$ cat config.mk
export PLATFORM = sky130hd
export DESIGN_NAME = gluc_shade_flat
export DESIGN_NICKNAME = d
export VERILOG_FILES = /design/src/sv/gluc_pkg.sv /design/src/sv/gluc_stream_if.sv /design/src/sv/gluc_shade.sv /design/src/flat_wrapper.sv
export SDC_FILE = /design/constraint.sdc
export NUM_CORES = 1
export LEC_CHECK = 0
export BUFFER_PORTS_ARGS = -buffer_cell sky130_fd_sc_hd__buf_2
export CELL_PAD_IN_SITES_DETAIL_PLACEMENT = 0
export CELL_PAD_IN_SITES_GLOBAL_PLACEMENT = 1
export CORE_MARGIN = 2
export CORE_UTILIZATION = 50
export CTS_CLUSTER_DIAMETER = 60
export DETAILED_ROUTE_END_ITERATION = 7
export PLACE_DENSITY = 0.93
export SKIP_CTS_REPAIR_TIMING = 1
export SLEW_MARGIN = 20
export SYNTH_ARGS = -nofsm -noshare
export SYNTH_HDL_FRONTEND = slang
export SYNTH_SLANG_ARGS = --single-unit
$ cat constraint.sdc
create_clock -name i_clk -period 6.8 [get_ports i_clk]
set_clock_uncertainty 0.2 [all_clocks]
set_input_delay 1.36 -clock i_clk [delete_from_list [all_inputs] [get_ports i_clk]]
set_output_delay 1.36 -clock i_clk [all_outputs]
set_load 0.03 [all_outputs]
$ cat src/sv/gluc_pkg.sv
`default_nettype none
// ----------------------------------------------------------------------------
// gluc_pkg
// Shared types and codes of the gradient lookup colorizer: request and pixel
// payloads, configuration register indexes and the configuration bundle.
// ----------------------------------------------------------------------------
package gluc_pkg;

    localparam int CFG_DATA_W = 32;
    localparam int CFG_IDX_W  = 2;

    typedef enum logic [CFG_IDX_W-1:0] {
        CFG_RANGE_LOWER   = 2'd0,
        CFG_INDEX_SCALE   = 2'd1,
        CFG_PERIODIC_MODE = 2'd2
    } t_cfg_idx;

    localparam logic ACT_WRITE    = 1'b0;
    localparam logic ACT_COLORIZE = 1'b1;

    typedef struct packed {
        logic               action;
        logic signed [31:0] sample_value;
        logic [7:0]         sample_alpha;
        logic               row_end;
        logic [7:0]         entry_index;
        logic [31:0]        entry_color;
    } t_req;

    typedef struct packed {
        logic [31:0] pixel_color;
        logic        row_end_out;
    } t_pix;

    typedef struct packed {
        logic signed [31:0] range_lower;
        logic [31:0]        index_scale;
        logic               periodic_mode;
    } t_cfg;

    // request fields that ride along with the index computation
    typedef struct packed {
        logic        action;
        logic [7:0]  alpha;
        logic        row_end;
        logic [7:0]  entry_index;
        logic [31:0] entry_color;
    } t_side;

endpackage
`default_nettype wire

$ cat src/sv/gluc_stream_if.sv
`default_nettype none


interface gluc_pix_if;
    import gluc_pkg::*;
    logic valid;
    logic ready;
    t_pix data;
    modport source (output valid, output data, input ready);
    modport sink (input valid, input data, output ready);
endinterface
`default_nettype wire

$ cat src/sv/gluc_shade.sv
`default_nettype none
// ----------------------------------------------------------------------------
// gluc_shade
// Two-stage alpha scaling of a table entry: per-channel products, then the
// exact divide by 255 into the output register.
// ----------------------------------------------------------------------------
module gluc_shade (
    input  wire logic        i_clk,
    input  wire logic        i_rst_n,
    input  wire logic        i_valid,
    input  wire logic [31:0] i_color,
    input  wire logic [7:0]  i_alpha,
    input  wire logic        i_row_end,
    output logic             o_ready,
    gluc_pix_if.source       o_pix
);

    import gluc_pkg::*;

    localparam logic [7:0] ALPHA_OPAQUE = 8'd255;

    // exact floor(p / 255) for p up to 255 * 255
    function automatic logic [7:0] div255(input logic [15:0] p);
        logic [16:0] s;
        s = 17'(p) + 17'(p[15:8]) + 17'd1;
        return s[15:8];
    endfunction

    logic en8, en9;
    logic r_v8, r_v9;
    logic r_opq8, r_row8;
    logic [31:0] r_raw8;
    logic [15:0] r_cp8 [4];
    t_pix r_pix9;
    t_pix n_pix9;

    assign en9 = !r_v9 || o_pix.ready;
    assign en8 = !r_v8 || en9;
    assign o_ready = en8;

    always_comb begin
        n_pix9.row_end_out = r_row8;
        for (int k = 0; k < 4; k++) begin
            n_pix9.pixel_color[k*8 +: 8] = r_opq8 ? r_raw8[k*8 +: 8] : div255(r_cp8[k]);
        end
    end

    always_ff @(posedge i_clk) begin
        if (!i_rst_n) begin
            r_v8 <= 1'b0;
            r_v9 <= 1'b0;
        end else begin
            if (en8) r_v8 <= i_valid;
            if (en9) r_v9 <= r_v8;
        end
    end

    always_ff @(posedge i_clk) begin
        if (en8) begin
            r_opq8 <= (i_alpha == ALPHA_OPAQUE);
            r_row8 <= i_row_end;
            r_raw8 <= i_color;
            for (int k = 0; k < 4; k++) begin
                r_cp8[k] <= i_color[k*8 +: 8] * i_alpha;
            end
        end
        if (en9) begin
            r_pix9 <= n_pix9;
        end
    end

    assign o_pix.valid = r_v9;
    assign o_pix.data  = r_pix9;

endmodule
`default_nettype wire
$ cat src/flat_wrapper.sv
// flat-port wrapper written by rule: the top's interface ports become plain ports
module gluc_shade_flat import gluc_pkg::*;
  (i_clk, i_rst_n, i_valid, i_color, i_alpha, i_row_end, o_ready, o_pix_valid, o_pix_data, o_pix_ready);
  gluc_pix_if o_pix_i ();
  input  wire logic i_clk;
  input  wire logic i_rst_n;
  input  wire logic i_valid;
  input  wire logic [31:0] i_color;
  input  wire logic [7:0] i_alpha;
  input  wire logic i_row_end;
  output logic o_ready;
  output wire logic [$bits(o_pix_i.valid)-1:0] o_pix_valid;
  output wire logic [$bits(o_pix_i.data)-1:0] o_pix_data;
  input wire logic [$bits(o_pix_i.ready)-1:0] o_pix_ready;
  assign o_pix_valid = o_pix_i.valid;
  assign o_pix_data = o_pix_i.data;
  assign o_pix_i.ready = o_pix_ready;
  gluc_shade u_core (.i_clk(i_clk), .i_rst_n(i_rst_n), .i_valid(i_valid), .i_color(i_color), .i_alpha(i_alpha), .i_row_end(i_row_end), .o_ready(o_ready), .o_pix(o_pix_i));
endmodule
==> results.tsv <==
stage	metric	value	unit
global_routing	met1 Use GR	0.265	
cells_and_area	Inserted Diodes	0	
cells_and_area	Finished Core Util	0.556	
sta	Least-Margin Pin Slew	0.703	ns
pwr	PD cells	338	nW/µm²
sta	Final Cycle Share	0.846	
global_routing	largest net degree at the start of global routing	52	
min_path	HP Class	reg -> reg	
synthesis	register area share after synthesis	0.286	
place	HPWL reported at the end of detailed placement	21000	µm
synthesis	number of synthesized flops with an enable pin	131	
synthesis	Net Count, Synth	1710	
clocking	clk sinks	133	
synthesis	synthesized area	13900	µm²
global_routing	GRT Util Overall	0.209	
critical_path	WP data arrival	5.72	ns
cells_and_area	most common cell after layout, fill and taps aside	inv_1	
clocking	clock buffer depth	2	
die	die area	29100	µm²
synthesis	Unique masters post-synth	62	
synthesis	Synth warnings	0	
die	Core ar.	27600	µm²
critical_path	Setup crit start kind	input port	
sta	RSZ-0062 raised after global routing	false	
die	DIE HEIGHT	171	µm
sta	final count of negative-setup-slack endpoints	0	
detailed_routing	vias	9511	
synthesis	flops & latches, synth	133	
pwr	LEAKAGE	7.19	nW
die	Initial Utilization	0.504	
sta	worst relative slew slack	0.531	
critical_path	Crit Path Category	in -> reg	
synthesis	Avg Synthesized Cell Area	10.3	µm²
clocking	Worst-Skew Late Latency	0.43	ns
sta	minimum clock period	5.76	ns
global_routing	Overflow after GRT	0	
clocking	htree depth	4	
detailed_routing	final wirelength	28300	µm
sta	final hold viol count	0	
detailed_routing	Initial DRC Count	602	
sta	fin. max-slew vios	0	
sta	Setup TNS	0	ns
cells_and_area	layout cell share with drive strength beyond 1	0.0934	
detailed_routing	DRC viols	0	
critical_path	Critical Path RT	6.77	ns
sta	fmax	174	MHz
clocking	CTS buffer count	17	
clocking	Clock Pin Slew Worst Setup and Hold Paths	0.06	ns
global_routing	initial antenna violation count	0	
detailed_routing	Initial DRT Pass Iterations	5	
die	io pins	80	
clocking	Clk Tree Root Cell	clkbuf_16	
critical_path	worst-path maximum fanout	33	
global_routing	gr busiest metal	met2	
die	Die W	171	µm
place	GP Congestion	0.810	
clocking	CTS tree	yes	
cells_and_area	area grow syn2layout	10.3	%
synthesis	predominant post-synthesis flop cell	edfxtp_1	
global_routing	met2 Usage GRT	0.372	
synthesis	Syn Inst Count	1349	
run_status	status	finished clean	
critical_path	Setup crit end kind	flop	
detailed_routing	Avg WL per Cell	15.6	µm
synthesis	Synth async-reset ratio	0	
flow_run	# Max-Cap Violations	0	
global_routing	first-pass GRT wire length	48000	µm
detailed_routing	vias per cell	5.25	
die	row count	61	
pwr	Max VDD drop	0.000170	V
global_routing	grt met3 use	0.0248	
cells_and_area	fin nets	1783	
detailed_routing	post-route ant nets	0	
global_routing	vias in the first global route	10086	
place	Port Buf Inserts	79	
cells_and_area	most frequent cells in the layout	inv_1 (217), and2_1 (200), ha_1 (172)	
## layer usage
metal	wire length [µm]	up-vias
met3	819	38
met4	471	0
met2	14500	162
li1	-	4551
met1	12500	4760
met5	0	-
## power breakdown
part / leakage (nW) / switching [mW] / internal, mW
combinational: 5.48 / 1.54 / 1.15
clock: 0.291 / 0.367 / 0.612
sequential: 1.42 / 0.176 / 1.32
## final cells by class
| cell class | instances | area, µm² |
|---|---|---|
| fill | 2375 | 12200 |
| multi-input combinational | 966 | 8990 |
| clock buffer | 19 | 433 |
| sequential | 133 | 3970 |
| timing repair buffer | 87 | 455 |
| tap | 378 | 473 |
| clock inverter | 13 | 183 |
| inverter | 217 | 815 |
## cell usage after synthesis (7+ instances only)
| cell type | n | area share |
|---|---|---|
| edfxtp_1 | 131 | 0.28 |
| xnor2_1 | 50 | 0.032 |
| a21o_1 | 7 | 0.0038 |
| nand2_1 | 106 | 0.029 |
| a21oi_1 | 41 | 0.015 |
| nor2_1 | 39 | 0.011 |
| o21ai_1 | 37 | 0.013 |
| nor2b_1 | 12 | 0.0054 |
| nor3_1 | 12 | 0.0043 |
| nand3_1 | 11 | 0.0040 |
| inv_1 | 217 | 0.059 |
| nand4_1 | 8 | 0.0036 |
| fa_1 | 144 | 0.21 |
| and3_1 | 7 | 0.0032 |
| nand2b_1 | 9 | 0.0041 |
| xor2_1 | 21 | 0.013 |
| clkbuf_1 | 31 | 0.0084 |
| and2_1 | 200 | 0.090 |
| ha_1 | 172 | 0.15 |
| o21ai_0 | 11 | 0.0040 |
| o21a_1 | 13 | 0.0070 |
## path summary, 6_finish.rpt
| check | from | to | slack (ns) | cells after the start |
|---|---|---|---|---|
| setup / recovery | i_alpha[4] | u_core.r_cp8[2][13] | 1.04 | 16 |
| hold / removal | u_core.r_row8 | u_core.o_pix.data[0] | 0.23 | 0 |
| setup reg to reg | u_core.r_cp8[1][10] | u_core.o_pix.data[15] | 4.15 | 7 |
| hold reg to reg | u_core.r_row8 | u_core.o_pix.data[0] | 0.23 | 0 |
## through the flow
step / hold WS, ns / total power, mW / instances / setup slack, ns / cell area (µm²)
5_1_grt: 0.242 / 5.65 / 1813 / 0.852 / 15300
3_3_place_gp: 0.203 / 4.10 / 1781 / 0.789 / 14700
2_1_floorplan: 0.200 / 3.58 / 1349 / 1.09 / 13900
3_5_place_dp: 0.221 / 4.19 / 1781 / 0.631 / 14700
4_1_cts: 0.231 / 5.22 / 1813 / 1.08 / 15300
6_report: 0.229 / 5.17 / 1813 / 1.04 / 15300
## logic make-up (layout without fill, tap and decap cells)
kind of cell / Yosys count / in the layout / synth area share
xor+xnor: 71 / 71 / 0.0447
flops: 133 / 133 / 0.286
buf+inv: 250 / 336 / 0.0675
simple gates: 421 / 421 / 0.164
fa+ha+maj: 316 / 316 / 0.362
compound gates: 151 / 151 / 0.0700
mux: 7 / 7 / 0.00558
## registers in the layout, indices dropped and copies added (netlist names)
signal,cells
u_core.r_opq8,1
u_core.r_v8,1
u_core.o_pix.data,33
u_core.o_pix.valid,1
u_core.r_raw8,32
u_core.r_cp8,64
u_core.r_row8,1
## worst max-delay path, stage by stage
cell,delay (ns)
buf_2,0.47
nand2_1,0.16
fa_1,0.50
fa_1,0.55
inv_1,0.05
fa_1,0.48
inv_1,0.05
fa_1,0.47
inv_1,0.04
ha_1,0.31
o21a_1,0.12
o31a_1,0.13
or4_4,0.44
a31oi_4,0.23
mux2i_1,0.24
o2111ai_1,0.13
Power figures use the tool's default switching activity.
