<file path="config.mk">
export PLATFORM = sky130hd
export DESIGN_NAME = gluc_index_flat
export DESIGN_NICKNAME = d
export VERILOG_FILES = /design/src/sv/gluc_pkg.sv /design/src/sv/gluc_stream_if.sv /design/src/sv/gluc_index.sv /design/src/flat_wrapper.sv
export SDC_FILE = /design/constraint.sdc
export NUM_CORES = 2
export LEC_CHECK = 0
export CORE_UTILIZATION = 40
export DETAILED_ROUTE_END_ITERATION = 10
export DONT_BUFFER_PORTS = 1
export GPL_TIMING_DRIVEN = 0
export PLACE_DENSITY = 0.63
export SETUP_SLACK_MARGIN = 0.02
export SLEW_MARGIN = 20
export SYNTH_ARGS = -nofsm -noshare
export SYNTH_HDL_FRONTEND = slang
export SYNTH_SLANG_ARGS = --single-unit
</file>
<file path="constraint.sdc">
create_clock -name i_clk -period 22.1 [get_ports i_clk]
set_input_delay 1.105 -clock i_clk [delete_from_list [all_inputs] [get_ports i_clk]]
set_output_delay 1.105 -clock i_clk [all_outputs]
set_load 0.005 [all_outputs]
</file>
<file path="src/sv/gluc_pkg.sv">
`default_nettype none
// ----------------------------------------------------------------------------
// gluc_pkg
// Shared types and codes of the gradient lookup colorizer: request and pixel
// payloads, configuration register indexes and the configuration bundle.
// ----------------------------------------------------------------------------
package gluc_pkg;

    localparam int CFG_DATA_W = 32;
    localparam int CFG_IDX_W  = 2;

    typedef enum logic [CFG_IDX_W-1:0] {
        CFG_RANGE_LOWER   = 2'd0,
        CFG_INDEX_SCALE   = 2'd1,
        CFG_PERIODIC_MODE = 2'd2
    } t_cfg_idx;

    localparam logic ACT_WRITE    = 1'b0;
    localparam logic ACT_COLORIZE = 1'b1;

    typedef struct packed {
        logic               action;
        logic signed [31:0] sample_value;
        logic [7:0]         sample_alpha;
        logic               row_end;
        logic [7:0]         entry_index;
        logic [31:0]        entry_color;
    } t_req;

    typedef struct packed {
        logic [31:0] pixel_color;
        logic        row_end_out;
    } t_pix;

    typedef struct packed {
        logic signed [31:0] range_lower;
        logic [31:0]        index_scale;
        logic               periodic_mode;
    } t_cfg;

    // request fields that ride along with the index computation
    typedef struct packed {
        logic        action;
        logic [7:0]  alpha;
        logic        row_end;
        logic [7:0]  entry_index;
        logic [31:0] entry_color;
    } t_side;

endpackage
`default_nettype wire

</file>
<file path="src/sv/gluc_stream_if.sv">
`default_nettype none
// ----------------------------------------------------------------------------
// gluc_req_if / gluc_pix_if
// Valid/ready channels of the colorizer: requests in, pixels out.
// ----------------------------------------------------------------------------
interface gluc_req_if;
    import gluc_pkg::*;
    logic valid;
    logic ready;
    t_req data;
    modport source (output valid, output data, input ready);
    modport sink (input valid, input data, output ready);
endinterface

`default_nettype wire

</file>
<file path="src/sv/gluc_index.sv">
`default_nettype none
// ----------------------------------------------------------------------------
// gluc_index
// Six-stage table index pipeline: offset, Q16.16 scale, saturation,
// reciprocal remainder and clamp or wrap to a table slot.
// ----------------------------------------------------------------------------
module gluc_index #(
    parameter int LEVELS = 256
) (
    input  wire logic                      i_clk,
    input  wire logic                      i_rst_n,
    gluc_req_if.sink                       i_req,
    input  wire gluc_pkg::t_cfg            i_cfg,
    input  wire logic                      i_ready,
    output logic                           o_valid,
    output gluc_pkg::t_side                o_side,
    output logic [$clog2(LEVELS)-1:0]      o_addr
);

    import gluc_pkg::*;

    localparam int AW = $clog2(LEVELS);
    localparam int RW = AW + 1;
    localparam logic [63:0] RECIP64 = (64'd1 << 32) / 64'(LEVELS);
    localparam logic [31:0] RECIP   = RECIP64[31:0];
    localparam logic [31:0] LEV32   = 32'(LEVELS);
    localparam logic [RW-1:0] LEV_R = RW'(LEVELS);
    localparam logic [AW-1:0] TOP_SLOT = AW'(LEVELS - 1);
    localparam logic [47:0] POS_MAX = 48'h0000_7FFF_FFFF;
    localparam logic [47:0] NEG_MAX = 48'h0000_8000_0000;

    logic en1, en2, en3, en4, en5, en6;
    logic r_v1, r_v2, r_v3, r_v4, r_v5, r_v6;
    t_side r_sd1, r_sd2, r_sd3, r_sd4, r_sd5, r_sd6;
    logic r_neg1, r_neg2, r_neg3, r_neg4, r_neg5;

    logic [31:0]    r_mag1;
    logic [63:0]    r_prod2;
    logic [31:0]    r_sat3, r_sat4;
    logic [63:0]    r_qp4;
    logic           r_big4, r_big5;
    logic [RW-1:0]  r_rem5;
    logic [AW-1:0]  r_low5;
    logic [AW-1:0]  r_addr6;

    logic [32:0]    n_diff;
    logic [32:0]    n_ndiff;
    logic [31:0]    n_mag1;
    logic [63:0]    n_prod2;
    logic [47:0]    n_q3;
    logic [31:0]    n_sat3;
    logic [63:0]    n_qp4;
    logic [31:0]    n_qest5;
    logic [31:0]    n_rem5w;
    logic [RW-1:0]  n_rem6;
    logic [AW-1:0]  n_wrap6;
    logic [AW-1:0]  n_clamp6;
    logic [AW-1:0]  n_addr6;
    t_side          n_sd1;

    assign en6 = !r_v6 || i_ready;
    assign en5 = !r_v5 || en6;
    assign en4 = !r_v4 || en5;
    assign en3 = !r_v3 || en4;
    assign en2 = !r_v2 || en3;
    assign en1 = !r_v1 || en2;
    assign i_req.ready = en1;

    always_comb begin
        n_diff  = {i_req.data.sample_value[31], i_req.data.sample_value}
                - {i_cfg.range_lower[31], i_cfg.range_lower};
        n_ndiff = 33'd0 - n_diff;
        n_mag1  = n_diff[32] ? n_ndiff[31:0] : n_diff[31:0];
        n_sd1.action      = i_req.data.action;
        n_sd1.alpha       = i_req.data.sample_alpha;
        n_sd1.row_end     = i_req.data.row_end;
        n_sd1.entry_index = i_req.data.entry_index;
        n_sd1.entry_color = i_req.data.entry_color;
    end

    assign n_prod2 = r_mag1 * i_cfg.index_scale;

    always_comb begin
        n_q3 = r_prod2[63:16];
        if (r_neg2) begin
            n_sat3 = (n_q3 > NEG_MAX) ? NEG_MAX[31:0] : n_q3[31:0];
        end else begin
            n_sat3 = (n_q3 > POS_MAX) ? POS_MAX[31:0] : n_q3[31:0];
        end
    end

    assign n_qp4   = r_sat3 * RECIP;
    assign n_qest5 = r_qp4[63:32];
    assign n_rem5w = r_sat4 - 32'(n_qest5 * LEV32);

    // remainder estimate is below twice the table size
    always_comb begin
        n_rem6   = (r_rem5 >= LEV_R) ? (r_rem5 - LEV_R) : r_rem5;
        n_wrap6  = (r_neg5 && (n_rem6 != '0)) ? AW'(LEV_R - n_rem6) : AW'(n_rem6);
        n_clamp6 = r_neg5 ? '0 : (r_big5 ? TOP_SLOT : r_low5);
        n_addr6  = i_cfg.periodic_mode ? n_wrap6 : n_clamp6;
    end

    always_ff @(posedge i_clk) begin
        if (!i_rst_n) begin
            r_v1 <= 1'b0;
            r_v2 <= 1'b0;
            r_v3 <= 1'b0;
            r_v4 <= 1'b0;
            r_v5 <= 1'b0;
            r_v6 <= 1'b0;
        end else begin
            if (en1) r_v1 <= i_req.valid;
            if (en2) r_v2 <= r_v1;
            if (en3) r_v3 <= r_v2;
            if (en4) r_v4 <= r_v3;
            if (en5) r_v5 <= r_v4;
            if (en6) r_v6 <= r_v5;
        end
    end

    always_ff @(posedge i_clk) begin
        if (en1) begin
            r_sd1  <= n_sd1;
            r_neg1 <= n_diff[32];
            r_mag1 <= n_mag1;
        end
        if (en2) begin
            r_sd2   <= r_sd1;
            r_neg2  <= r_neg1;
            r_prod2 <= n_prod2;
        end
        if (en3) begin
            r_sd3  <= r_sd2;
            r_neg3 <= r_neg2;
            r_sat3 <= n_sat3;
        end
        if (en4) begin
            r_sd4  <= r_sd3;
            r_neg4 <= r_neg3;
            r_sat4 <= r_sat3;
            r_qp4  <= n_qp4;
            r_big4 <= (r_sat3 >= LEV32);
        end
        if (en5) begin
            r_sd5  <= r_sd4;
            r_neg5 <= r_neg4;
            r_rem5 <= n_rem5w[RW-1:0];
            r_low5 <= r_sat4[AW-1:0];
            r_big5 <= r_big4;
        end
        if (en6) begin
            r_sd6   <= r_sd5;
            r_addr6 <= n_addr6;
        end
    end

    assign o_valid = r_v6;
    assign o_side  = r_sd6;
    assign o_addr  = r_addr6;

endmodule
`default_nettype wire

</file>
<file path="src/flat_wrapper.sv">
// flat-port wrapper written by rule: the top's interface ports become plain ports
module gluc_index_flat import gluc_pkg::*;
#(
    parameter int LEVELS = 256
)
  (i_clk, i_rst_n, i_cfg, i_ready, o_valid, o_side, o_addr, i_req_valid, i_req_data, i_req_ready);
  gluc_req_if i_req_i ();
  input  wire logic i_clk;
  input  wire logic i_rst_n;
  input  wire gluc_pkg::t_cfg i_cfg;
  input  wire logic i_ready;
  output logic o_valid;
  output gluc_pkg::t_side o_side;
  output logic [$clog2(LEVELS)-1:0] o_addr;
  input wire logic [$bits(i_req_i.valid)-1:0] i_req_valid;
  input wire logic [$bits(i_req_i.data)-1:0] i_req_data;
  output wire logic [$bits(i_req_i.ready)-1:0] i_req_ready;
  assign i_req_i.valid = i_req_valid;
  assign i_req_i.data = i_req_data;
  assign i_req_ready = i_req_i.ready;
  gluc_index #(.LEVELS(LEVELS)) u_core (.i_clk(i_clk), .i_rst_n(i_rst_n), .i_req(i_req_i), .i_cfg(i_cfg), .i_ready(i_ready), .o_valid(o_valid), .o_side(o_side), .o_addr(o_addr));
endmodule
</file>
==> out/results.ini <==
[clocking]
clk_root_buffer_cell = sky130_fd_sc_hd__clkbuf_16
postCtsResizedCells = 0
cts_buffers = 46
clkSlewWorstSetupHoldPaths_ps = 70
ctsHtreeMaxLevel = 2
clock-sinks = 449
cts.hold.buffers_added = 0
max-clock-path-buffers = 3
clk_latency_ps = 640
postCtsSetupBuffers = 0
clock_tree_from_tritoncts = done

[logic_synthesis]
postSynth.topFlopCell = sky130_fd_sc_hd__edfxtp_1
syn_nets = 5878
number_of_synthesized_flops_with_an_enable_pin = 443
netlist_instances = 4537
synth-seq-area-share = 0.273
synthDistinctLibCells = 79
async_flop_share = 0
avgSynthCellArea_um2 = 10.8
postSynthRegisterBits = 449
synth.yosys.warnings = 0
netlist_area_um2 = 49100

[drt]
drtAntennaViolNets = 0
detail_route.first_pass.iterations = 5
routed-via-count = 32200
violation_count_after_the_first_detailed_route_iteration = 2449
wl_per_cell_um = 23.4
drt_wl_total_mm = 147
drc = 0
route.detailed.vias_per_inst = 5.14

[sta]
final_period_minus_worst_setup_slack_ps = 9770
slew-limit-headroom = 0.180
hold_viol = 0
crit_share_post_route = 0.442
timing.final.setup_violations = 0
hold_slack_ps = 384
timing.final.max_slew_violations = 0
fmaxAchievable_ghz = 0.102
tns_ps = 0
worst_pin_slew_ps = 1230
clock-skew-final_ps = 44.3
rsz0062_at_grt = no

[layout]
mostFrequentLayoutCells = sky130_fd_sc_hd__inv_1 (938), sky130_fd_sc_hd__fa_1 (896), sky130_fd_sc_hd__and2_1 (602)
layout_commonest_cell = sky130_fd_sc_hd__inv_1
finalNetCount = 5932
layout.cells.non_filler = 6261
layout-area-overhead-vs-synth_pct = 7.76
layout-drive-gt1-share = 0.0259

[global_routing]
number_of_antenna_violations_at_the_first_check_in_global_routing = 16
globalRoute.totalOverflow = 0
grt.total_usage = 0.239
grt_pass1_wl_mm = 218
vias_in_the_first_global_route = 33700
grt_start_max_net_pins = 59

[worst_setup_path]
crit_arrival_ps = 10120
worstPathBufferInverterCount = 9
setup_crit_start = u_core.r_mag1[6]
required_time_at_the_worst_slack_endpoint_ps = 22450
cp-start-kind = flop
critical-path-slowest-cell = sky130_fd_sc_hd__clkbuf_1
critical_path.endpoint_type = flop
regToRegStartpoint = u_core.r_mag1[6]
setup.worst_path.class = flop to flop
critical_path.max_stage_delay_ps = 890
critical_path_peak_fanout = 10
critPathTopFamily = adder cells

[worst_hold_path]
hold_path_class = flop to flop
min-delay-start = u_core.r_sd2[9]

[floorplanning]
die_w_um = 352
core_area_um2 = 122000
design.portCount = 211
core.rowCount = 128
initial_core_util = 0.403
die_area_um2 = 124000
vertical_die_dimension_um = 352

[placement]
numPlacedInstances = 6168
port_buffers = 0
place.detailed.hpwl_mm = 123
globalplace.congestion = 1.04

[job]
max_cap_viols = 0

[outcome]
run_status = completed

==> flip-flops by register name, summed over array words and instances (netlist names), 7 cells and up <==
name / count
u_core.o_addr: 8
u_core.o_side: 50
u_core.r_low5: 7
u_core.r_mag1: 32
u_core.r_prod2: 48
u_core.r_sat3: 32
u_core.r_sat4: 8
u_core.r_sd1: 50
u_core.r_sd2: 50
u_core.r_sd3: 50
u_core.r_sd4: 50
u_core.r_sd5: 50
==> final timing paths <==
kind	endpoint	slack (ps)	depth (start not counted)
hold reg to reg	u_core.r_sd3[9]	380	0
hold / removal	u_core.r_sd3[9]	380	0
setup reg to reg	u_core.r_prod2[63]	12330	30
setup / recovery	u_core.r_prod2[63]	12330	30
==> cells in the mapped netlist, types with 3 or more instances <==
cell / instances / area share
sky130_fd_sc_hd__nor3_1: 14 / 0.0014
sky130_fd_sc_hd__a311oi_1: 4 / 0.00071
sky130_fd_sc_hd__a21oi_1: 101 / 0.010
sky130_fd_sc_hd__and4_1: 3 / 0.00053
sky130_fd_sc_hd__nand3_1: 24 / 0.0024
sky130_fd_sc_hd__o21bai_1: 13 / 0.0020
sky130_fd_sc_hd__o31a_1: 3 / 0.00053
sky130_fd_sc_hd__nand2b_1: 7 / 0.00089
sky130_fd_sc_hd__or3_1: 7 / 0.00089
sky130_fd_sc_hd__o21a_1: 14 / 0.0021
sky130_fd_sc_hd__fa_1: 896 / 0.37
sky130_fd_sc_hd__o21ai_1: 3 / 0.00031
sky130_fd_sc_hd__nor2_1: 119 / 0.0091
sky130_fd_sc_hd__o31ai_1: 3 / 0.00046
sky130_fd_sc_hd__buf_6: 3 / 0.00069
sky130_fd_sc_hd__a221oi_1: 4 / 0.00071
sky130_fd_sc_hd__edfxtp_1: 443 / 0.27
sky130_fd_sc_hd__o21ai_0: 53 / 0.0054
sky130_fd_sc_hd__nand2_1: 492 / 0.038
sky130_fd_sc_hd__clkbuf_1: 205 / 0.016
sky130_fd_sc_hd__and2_1: 602 / 0.077
sky130_fd_sc_hd__a21o_1: 27 / 0.0041
sky130_fd_sc_hd__nand4_1: 19 / 0.0024
sky130_fd_sc_hd__o31ai_2: 3 / 0.00076
sky130_fd_sc_hd__nor4_1: 20 / 0.0025
sky130_fd_sc_hd__or2_2: 8 / 0.0010
sky130_fd_sc_hd__a211oi_1: 11 / 0.0017
sky130_fd_sc_hd__o211ai_1: 5 / 0.00076
sky130_fd_sc_hd__a31oi_1: 7 / 0.00089
sky130_fd_sc_hd__ha_1: 294 / 0.075
sky130_fd_sc_hd__nor2b_1: 13 / 0.0017
sky130_fd_sc_hd__o221a_2: 3 / 0.00069
sky130_fd_sc_hd__xnor2_1: 66 / 0.012
sky130_fd_sc_hd__and3_1: 14 / 0.0018
sky130_fd_sc_hd__xor2_1: 35 / 0.0062
sky130_fd_sc_hd__dfxtp_1: 6 / 0.0024
sky130_fd_sc_hd__inv_1: 941 / 0.072
==> cell type report <==
class,instances,area (um2)
buffer,211,822
multi-input combinational,2935,31400
clock buffer,57,1210
clock inverter,28,352
fill,11500,68900
sequential,449,13400
timing repair buffer,6,158
antenna,8,20.0
tap,1625,2030
inverter,942,3540
==> cells by family (layout without fill, tap and decap cells) <==
group	after synthesis	after routing	synth area share
other	0	8	0
XOR/XNOR	101	101	0.0180
flip-flops	449	449	0.273
buffers and inverters	1153	1244	0.0887
multiplexers	3	3	0.000637
AO/OA/AOI/OAI	283	283	0.0372
adder cells (fa/ha/maj)	1190	1190	0.440
AND/OR/NAND/NOR	1358	1358	0.142
==> metrics by stage <==
step | instance area (um2) | utilization | setup WS [ps]
after floorplan | 49100 | - | 13680
after global placement | 51200 | 0.420 | 12080
after detailed placement | 51400 | 0.421 | 12010
after CTS | 52900 | 0.434 | 12360
after global routing | 52900 | 0.434 | 11900
final | 52900 | 0.434 | 12330
==> metal layers <==
layer / track usage / part of all wire
met5: 0 / 0.00093
met4: 0.0932 / 0.043
met3: 0.0663 / 0.10
met2: 0.374 / 0.45
met1: 0.314 / 0.41
Power is left out: the tool's default activity adds up to more than one toggle a clock period on the data nets, which glitch-free logic cannot reach.
